## config.mk

```make
export PLATFORM = sky130hd
export DESIGN_NAME = ohms_res_queue
export DESIGN_NICKNAME = d
export VERILOG_FILES = /design/src/rtl/ohms_pkg.sv /design/src/rtl/ohms_res_queue.sv
export SDC_FILE = /design/constraint.sdc
export NUM_CORES = 1
export LEC_CHECK = 0
export ABC_AREA = 0
export BUFFER_PORTS_ARGS = -buffer_cell sky130_fd_sc_hd__buf_2
export CAP_MARGIN = 15
export CORE_UTILIZATION = 58
export CTS_BUF_LIST = sky130_fd_sc_hd__clkbuf_4 sky130_fd_sc_hd__clkbuf_8 sky130_fd_sc_hd__clkbuf_16
export DETAILED_ROUTE_END_ITERATION = 10
export PLACE_DENSITY = 0.83
export SYNTH_ARGS = -nofsm -noshare
export SYNTH_HDL_FRONTEND = slang
export SYNTH_SLANG_ARGS = --single-unit
```

## constraint.sdc

```tcl
create_clock -name i_clk -period 3.7 [get_ports i_clk]
set_clock_uncertainty 0.1 [all_clocks]
set_input_delay 0.185 -clock i_clk [delete_from_list [all_inputs] [get_ports i_clk]]
set_output_delay 0.185 -clock i_clk [all_outputs]
set_load 0.05 [all_outputs]
```

## src/rtl/ohms_pkg.sv

```systemverilog
package ohms_pkg;

    // field widths
    localparam int SONG_W  = 16;
    localparam int TIME_W  = 24;
    localparam int CNT_W   = 16;

    // offset bucket width in time units, and its reciprocal for exact division
    // of any TIME_W-bit magnitude: q = (mag * RECIP) >> RECIP_SHIFT
    localparam int OFFSET_BUCKET = 200;
    localparam int RECIP_W       = 25;
    localparam int RECIP_SHIFT   = 32;
    localparam logic [RECIP_W-1:0] RECIP = 25'd21474837;
    localparam int QUO_W         = 17;

    // histogram epoch tag width: entries of older songs read as zero
    localparam int EPOCH_W = 8;

    // defaults
    localparam int HIST_BINS_DEF   = 1024;
    localparam int RES_Q_DEPTH_DEF = 4;

    // one finished song, and the verdict that follows when the query ends
    typedef struct packed {
        logic [SONG_W-1:0] song;
        logic [CNT_W-1:0]  score;
        logic [CNT_W-1:0]  dropped;
        logic              query_end;
        logic [SONG_W-1:0] lead_song;
        logic [CNT_W-1:0]  lead_score;
    } t_result_pair;

endpackage

```

## src/rtl/ohms_res_queue.sv

```systemverilog
module ohms_res_queue
    import ohms_pkg::*;
#(
    parameter int DEPTH = RES_Q_DEPTH_DEF
) (
    input  logic               i_clk,
    input  logic               i_rst_n,
    input  logic               i_push,
    input  t_result_pair       i_entry,
    output logic               o_full,
    output logic               o_valid,
    input  logic               i_stall,
    output logic               o_kind,
    output logic [SONG_W-1:0]  o_result_song,
    output logic [CNT_W-1:0]   o_score,
    output logic [CNT_W-1:0]   o_dropped,
    output logic               o_last
);

    localparam int PTR_W = (DEPTH > 1) ? $clog2(DEPTH) : 1;
    localparam int CNT_QW = $clog2(DEPTH + 1);

    t_result_pair        r_mem [DEPTH];
    logic [PTR_W-1:0]    r_wr_ptr;
    logic [PTR_W-1:0]    r_rd_ptr;
    logic [CNT_QW-1:0]   r_count;
    logic                r_verdict;

    t_result_pair        head;
    logic                out_accept;
    logic                pop;

    assign head       = r_mem[r_rd_ptr];
    assign o_valid    = (r_count != '0);
    assign o_full     = (r_count == CNT_QW'(DEPTH));
    assign out_accept = o_valid && !i_stall;
    // an entry leaves after its song item, or after its verdict at query end
    assign pop        = out_accept && (r_verdict || !head.query_end);

    // unpack the head entry into one or two result items
    assign o_kind        = r_verdict;
    assign o_result_song = r_verdict ? head.lead_song : head.song;
    assign o_score       = r_verdict ? head.lead_score : head.score;
    assign o_dropped     = r_verdict ? '0 : head.dropped;
    assign o_last        = r_verdict || !head.query_end;

    // storage
    always_ff @(posedge i_clk) begin
        if (i_push) begin
            r_mem[r_wr_ptr] <= i_entry;
        end
    end

    // pointers, fill count and verdict phase
    always_ff @(posedge i_clk) begin
        if (!i_rst_n) begin
            r_wr_ptr  <= '0;
            r_rd_ptr  <= '0;
            r_count   <= '0;
            r_verdict <= 1'b0;
        end else begin
            if (i_push) begin
                r_wr_ptr <= (r_wr_ptr == PTR_W'(DEPTH - 1)) ? '0 : r_wr_ptr + 1'b1;
            end
            if (pop) begin
                r_rd_ptr <= (r_rd_ptr == PTR_W'(DEPTH - 1)) ? '0 : r_rd_ptr + 1'b1;
            end
            if (i_push && !pop) begin
                r_count <= r_count + 1'b1;
            end else if (pop && !i_push) begin
                r_count <= r_count - 1'b1;
            end
            if (out_accept) begin
                r_verdict <= !r_verdict && head.query_end;
            end
        end
    end

endmodule

```

==> impl_results.md <==
- Post-CTS sizing: 0
- Clock slew at reported path FFs: 60 ps
- PwrDens: 663 nW/um2
- Total design power: between 10 and 15 mW
- DR pass1 iterations: 4
- Post-Syn Instances: around 540
- Fmax: 335 MHz
- Final instance area: 15,700 um2
- Largest net degree at the start of global routing: 78
- Crit end category: output port
- Fillers: 1,171
- Status: finished, final reports clean
- Hold WC Path Type: in -> reg
- Synthesized cell area: 12,700 um2
- Synth Area per Inst: around 24 um2
- Tmin final: 2980 ps
- Final setup vio count: 0
- Core area: 21,200 um2
- Final ANT Viol Nets: 0
- Port buffer count: around 140
- WP data arrival: 2700 ps
- FF+latch area: 9940 um2
- Drt initial violations: 325
- CTS sink cnt: 334
- Die X: around 150 um
- Worst Max-Slew Pin Slew: 913 ps
- CP Max Fanout: 27
- Tot GR Track Use: roughly 22%
- Total wire length: 24,100 um
- Max VDD drop: between 500 and 600 uV
- Max_cap viols: 0
- Final Hold Vio Count: 0
- Maximum clock path buffer count: 3
- Grt total ovfl: 0
- Ys Warns: 0
- Seq/Total Area, Yosys: between 70% and 80%
- Initial antenna violation count: 0
- Placed instance area: 13,700 um2
- Final Max Tran Viols: 0
- Kind of critical path: reg -> out
- Total CTS buffers: 34
- Die area: 22,500 um2
- # rows: 53
- Die Y: roughly 150 um
- Wirelength per Cell: 22.3 um
- CTS tree: built
- WP data required: 3410 ps
- Number of vias per cell: 5.69
- Syn Nets: 628
- CTS root buffer: clkbuf_16
- Max-slew headroom: 39.1%
- Layout Nets: 872
- IO Pins: 137
- Htree depth: 2
- Post-DP HPWL: 13,100 um
- First-pass GRT wire length: 36,200 um
- Residual DRC: 0
- Synth Register Bits: 334
- Multi-input gate area: 2630 um2
- Clk_lat worst skew: 490 ps
- Starting Density: 59.9%
- Nature of the critical path startpoint: register
- Period utilization: between 80% and 90%
- Leak pwr: approximately 5.3 nW
- RSZ-0062 raised after global routing: no
- Vias in the first global route: 6,664
- Via Count: around 6,000
- Setup TNS Final: 0 ps
- Hold Slack: 23.0 ps
- Diode count: 0
- Area Overhead vs Synth: 23.6%
- Yosys cell types: 29
- Gp weighted congestion: around 0.76
- Share of post-route cells with drive strength above 1: about two fifths
[routing by layer]
metal	global-route usage (%)	share of wire, %	vias to the layer above	routed length, um
met4	8.38	2.9	0	709
met2	40.0	54	225	13100
li1	-	-	2734	-
met1	26.2	37	3130	8950
met3	4.24	5.5	51	1330
met5	0	0	-	0
[per-stage QoR]
step                      setup slack, ps  util (%)  std cells
after CTS                             610      74.0       1079
after global routing                  542      74.0       1079
final                                 719      74.0       1079
after global placement               1190      64.7        935
after detailed placement             1090      64.7        935
after floorplan                       719         -        536
[logic make-up after synthesis]
kind of cell / synth area share, %
mux: 17.6
xor+xnor: 0.138
flops: 78.2
fa+ha+maj: 0.749
buf+inv: 1.24
compound gates: 0.364
simple gates: 1.75
[sequential cells by signal, indices dropped and copies added (netlist names), named ones only]
signal,cells
r_count,3
o_kind,1
r_rd_ptr,2
r_wr_ptr,2
r_mem,324
[path summary, 6_finish.rpt]
path | startpoint | endpoint | slack [ps] | cells past startpoint
worst max-delay path | register | o_score[12] | 720 | 4
worst min-delay path | i_push | r_wr_ptr[0]$_SDFFE_PN0P_ | 20 | 3
worst max register to register | register | r_count[2]$_SDFFE_PN0P_ | 1120 | 9
worst min register to register | r_rd_ptr[1]$_SDFFE_PN0P_ | register | 390 | 2
[synth_stat cells (all sizes together)]
cell,n,area share [%]
dfxtp,10,1.6
inv,4,0.12
mux4,80,14
nor2b,19,0.94
nor3,1,0.039
or3,1,0.049
xnor2,1,0.069
mux2i,6,0.47
nand2b,1,0.049
nor3b,1,0.059
a2bb2oi,1,0.12
a2111o,1,0.089
edfxtp,324,77
xor2,1,0.069
nand2,6,0.18
fa,1,0.16
a21boi,2,0.12
and2,5,0.25
mux2,33,2.9
nor2,5,0.15
ha,6,0.59
or2,1,0.049
clkbuf,13,0.38
o21ai,1,0.039
buf,12,0.74
[repair_timing]
item,4_1_cts,5_1_grt
hold buffers,84,0
buffers inserted,0,0
hold endpoints to repair,334,0
[where the power goes]
part	total, mW	switching [mW]	internal (mW)
combinational	2.51	1.56	0.949
clock	3.43	1.32	2.11
sequential	4.48	0.123	4.36
[worst max-delay path, cell delays in order, from the launching register on]
cell and delay [ps]:
dfxtp_4 680, buf_4 450, mux4_2 570, mux2_2 270, buf_2 210
[placed cells by master, fill, tap and decap left out, types with 2 or more instances in the layout]
| cell | n |
|---|---|
| edfxtp_1 | 324 |
| buf_2 | 136 |
| dlygate4sd3_1 | 84 |
| mux4_2 | 80 |
| clkbuf_16 | 35 |
| mux2_2 | 33 |
| nor2b_1 | 19 |
| buf_4 | 11 |
| clkbuf_4 | 10 |
| dfxtp_1 | 7 |
| mux2i_1 | 6 |
| nand2_1 | 6 |
| ha_1 | 6 |
| nor2_1 | 5 |
| clkinv_1 | 5 |
| inv_1 | 4 |
| and2_4 | 4 |
| bufinv_16 | 4 |
| clkinv_2 | 3 |
| dfxtp_4 | 2 |
| buf_12 | 2 |
[final cells by class]
type                       count  area share (%)
timing repair buffer         233            10.5
clock inverter                14            1.09
sequential                   334            63.3
multi-input combinational    173            16.7
inverter                       4          0.0956
clock buffer                  46            6.14
tap                          275            2.19
(Power assumes the default switching activity.)
